**config.mk**
```make
export PLATFORM = sky130hd
export DESIGN_NAME = scc_ram
export DESIGN_NICKNAME = d
export VERILOG_FILES = /design/src/sv/scc_ram.sv
export SDC_FILE = /design/constraint.sdc
export NUM_CORES = 1
export LEC_CHECK = 0
export ABC_AREA = 1
export BUFFER_PORTS_ARGS = -buffer_cell sky130_fd_sc_hd__buf_4
export CORE_ASPECT_RATIO = 1.25
export CORE_MARGIN = 5
export CORE_UTILIZATION = 60
export CTS_BUF_LIST = sky130_fd_sc_hd__clkbuf_4 sky130_fd_sc_hd__clkbuf_8
export CTS_CLUSTER_SIZE = 14
export DETAILED_ROUTE_END_ITERATION = 10
export PLACE_DENSITY = 0.76
export RECOVER_POWER = 50
export SLEW_MARGIN = 20
export SYNTH_ARGS = -nofsm -noshare
export SYNTH_HDL_FRONTEND = slang
export SYNTH_SLANG_ARGS = --single-unit
```
**constraint.sdc**
```tcl
create_clock -name clk -period 2.69 [get_ports clk]
set_clock_uncertainty 0.15 [all_clocks]
set_input_delay 0.1345 -clock clk [delete_from_list [all_inputs] [get_ports clk]]
set_output_delay 0.1345 -clock clk [all_outputs]
set_load 0.01 [all_outputs]
```
**src/sv/scc_ram.sv**
```systemverilog
// Simple dual-port synchronous RAM with registered read data.
`timescale 1ns / 1ps

module scc_ram #(
    parameter int WIDTH = 8,
    parameter int DEPTH = 64,
    parameter int ADDR_W = $clog2(DEPTH)
) (
    input  logic              clk,
    input  logic              we,
    input  logic [ADDR_W-1:0] waddr,
    input  logic [WIDTH-1:0]  wdata,
    input  logic              re,
    input  logic [ADDR_W-1:0] raddr,
    output logic [WIDTH-1:0]  rdata
);

    logic [WIDTH-1:0] mem [DEPTH];

    always_ff @(posedge clk)
    begin
        if (we)
        begin
            mem[waddr] <= wdata;
        end
        if (re)
        begin
            rdata <= mem[raddr];
        end
    end

endmodule

```
==> flow_metrics.env <==
export IMPL_final_net_count=1890
export IMPL_drcViolationCount=0
export IMPL_core_region_area_um2=35400
export IMPL_clock_power_share=0.369
export IMPL_number_of_synthesized_register_bits=520
export IMPL_globalRouteMet1Util=0.358
export IMPL_post_synth_top_area_fraction=0.729
export IMPL_global_route_overflow_total=0
export IMPL_ios=31
export IMPL_synth_top_family_by_area="simple AND/OR/NAND/NOR gates"
export IMPL_syn_avg_cell_area_um2=11.9
export IMPL_grt_util_met3=0.0432
export IMPL_cts_sink_count=520
export IMPL_post_synth_fa_ha_maj_area_fraction=0
export IMPL_post_cts_buffers=0
export IMPL_crit_path_capture_type="register"
export IMPL_post_synth_mux_area_share=0
export IMPL_sw_frac_of_total=0.231
export IMPL_dp_cells=2250
export IMPL_cell_at_the_slowest_stage_of_the_critical_path="dlygate4sd3_1"
export IMPL_mapped_area_um2=21400
export IMPL_fmaxAchievable_ghz=0.467
export IMPL_post_synth_num_cell_types=15
export IMPL_grt_start_max_net_pins=172
export IMPL_synth_area_top_cells="edfxtp_1 73%, nand2_1 11%, nand3_1 10%"
export IMPL_postSynth_topFlopCell="edfxtp_1"
export IMPL_max_stage_delay_ns=0.57
export IMPL_tritoncts="yes"
export IMPL_worst_min_delay_path_class="in -> reg"
export IMPL_setup_worst_path_class="in -> reg"
export IMPL_diodes=0
export IMPL_initial_core_util=0.606
export IMPL_status="finished with violations"
export IMPL_largest_fanout_on_the_critical_path=171
export IMPL_viasPerCell=5.92
export IMPL_arrival_ns=2.48
export IMPL_synth_seq_area_share=0.729
export IMPL_synthToLayoutAreaGrowth_pct=9.38
export IMPL_port_buffer_count=30
export IMPL_clk_pin_slew_ns=0.06
export IMPL_finalSetupViolations=0
export IMPL_synth_net_count=1828
export IMPL_failed_checks="max-capacitance violations, max-slew violations"
export IMPL_worst_ep_required_time_ns=3.03
export IMPL_die_h_um=221
export IMPL_number_of_global_route_vias_before_repair=13900
export IMPL_antenna_found_initial=0
export IMPL_synth_compound_gate_area_share=0
export IMPL_power_frac_seq=0.566
export IMPL_crit_family="buffers and inverters"
export IMPL_grt_busiest_layer="met2"
export IMPL_synth_edff_count=520
export IMPL_detailedPlacementHpwl_mm=29.0
export IMPL_max_transition_viols_final=260
export IMPL_grt_usage=0.262
export IMPL_power_switching_mw=3.68
export IMPL_synth_yosys_warnings=0
export IMPL_cp_num_buf_inv=3
export IMPL_tns_ns=0
export IMPL_finalCritPeriodShare=0.796
export IMPL_yosys_cell_count_top_type="nand2_1"
export IMPL_detail_route_wirelength_mm=51.1
export IMPL_powerDensity_nw_per_um2=681
export IMPL_power_frac_comb=0.066
export IMPL_synthesized_area_fraction_occupied_by_and_or_nand_nor_cells=0.231
export IMPL_design_die_area_um2=39600
export IMPL_synth_top_cell_by_area="edfxtp_1"
export IMPL_globalplace_congestion=0.911
export IMPL_ant_nets=0
export IMPL_dr_first_iter_drc_count=1607
export IMPL_layout_min_cycle_time_ns=2.14
export IMPL_ys_async_rst_share=0
export IMPL_drt_wirelength_per_cell_um=21.4
export IMPL_final_hold_viol_count=0
export IMPL_drt_first_pass_iters=6
export IMPL_htree_levels=3
export IMPL_placementRows=77
export IMPL_synthesis_instances=1805
export IMPL_num_vias=14200
export IMPL_numCtsBuffers=75
export IMPL_timing_critical_path_cells="buf_6, buf_12, nand2_1, nand3_1, nand3_1, nand2_1, nand2_1, nand3_1, nand3_1, dlygate4sd3_1, nand2_1"
export IMPL_internal_power_mw=12.3
export IMPL_power_leakage_nw=8.48
export IMPL_worst_skew_pair_later_pin_latency_ns=0.62
export IMPL_cts_root_buf="clkbuf_8"
export IMPL_die_width_um=179
export IMPL_clk_path_buf_depth=3
export IMPL_grt_util_met2=0.416
export IMPL_startpoint_type="input port"
export IMPL_total_power_mw=16.0
export IMPL_grt_setup_unrepaired="no"
export IMPL_list_of_most_frequent_post_synthesis_cells="648 x nand2_1, 520 x edfxtp_1, 439 x nand3_1, 56 x nor2_1, 37 x buf_2"
export IMPL_max_cap_violations=4
export IMPL_grt_pass1_wl_mm=78.8
export IMPL_tightestPinTransition_ns=1.65
export IMPL_slew_headroom=-0.0990
export IMPL_post_route_cells_drive_above_1_share=0.101
export IMPL_layoutNonFillerInstCount=2393
export IMPL_ir_worst_vdd_v=0.000441
export IMPL_synthXorXnorAreaFrac=0
-- per-stage QoR --
| stage | hold WS [ns] | setup WS, ns | util | cell area [µm²] |
|---|---|---|---|---|
| after floorplan | 0.0834 | 0.639 | - | 21400 |
| after global placement | 0.338 | 0.462 | 0.621 | 21900 |
| after detailed placement | 0.338 | 0.453 | 0.621 | 21900 |
| after CTS | 0.000140 | 0.588 | 0.664 | 23500 |
| after global routing | 0.0888 | 0.475 | 0.663 | 23400 |
| final | 0.0975 | 0.549 | 0.663 | 23400 |
-- cells in the final DEF, fill, tap and decap left out --
master	Yosys	routed
nand2_1	648	648
clkbuf_2	0	8
buf_12	0	8
nor4_1	8	8
buf_6	35	1
nand3_1	439	439
dlygate4sd3_1	0	14
nand4_1	9	9
clkinv_2	0	10
edfxtp_1	520	520
buf_4	14	64
clkbuf_8	0	77
inv_2	1	1
clkinv_1	0	19
clkbuf_1	15	3
nor2_1	56	56
clkbuf_4	0	17
bufinv_16	0	1
inv_4	0	1
inv_6	1	3
inv_1	10	9
clkinvlp_4	0	3
-- metal layers --
metal / wire, µm / vias to the layer above
met5: 0 / -
met4: 2310 / 0
met3: 4610 / 153
met2: 24800 / 784
met1: 19400 / 6751
li1: - / 6478
-- final timing paths --
kind	from	slack, ns	cells after the start	end
worst max-delay path	raddr[0]	0.55	11	rdata[1]
worst min register to register	mem[4][5]	0.75	8	rdata[5]
worst min-delay path	raddr[3]	0.1	5	rdata[3]
worst max register to register	mem[59][1]	0.59	9	rdata[1]
-- cell type report --
cell class              instances  area (µm²)
fillers                      2608       11900
well taps                     474         593
repair buffers                 98         843
clock inverters                35         191
flip-flops and latches        520       15600
inverters                      12        52.6
multi-input cells            1160        4950
clock buffers                  94        1190
-- power by group through the flow --
stage          Sequential [mW]  Combinational [mW]  Clock (mW)
2_1_floorplan             9.18               0.630           0
3_3_place_gp              9.18                1.01           0
3_5_place_dp              9.19                1.02           0
4_1_cts                   9.01                1.04        5.96
5_1_grt                   9.02                1.14        6.34
6_report                  9.02                1.05        5.88
-- sequential cells by signal (all words and copies together) (netlist names) --
signal and cells:
mem 512, rdata 8
-- cell families (layout without fill, tap and decap cells) --
| kind of cell | Yosys count | after routing |
|---|---|---|
| flip-flops | 520 | 520 |
| buffers and inverters | 125 | 239 |
| AND/OR/NAND/NOR | 1160 | 1160 |
-- repair_timing --
item | 4_1_cts | 5_1_grt
hold buffers | 14 | 0
gates resized for setup | 0 | 0
hold endpoints to repair | 422 | 0
-- tightest hold or removal path, stage by stage --
cell,delay [ns]
buf_4,0.26
nand2_1,0.13
nand3_1,0.06
nand3_1,0.06
nand2_1,0.05
Power figures use the tool's default switching activity.
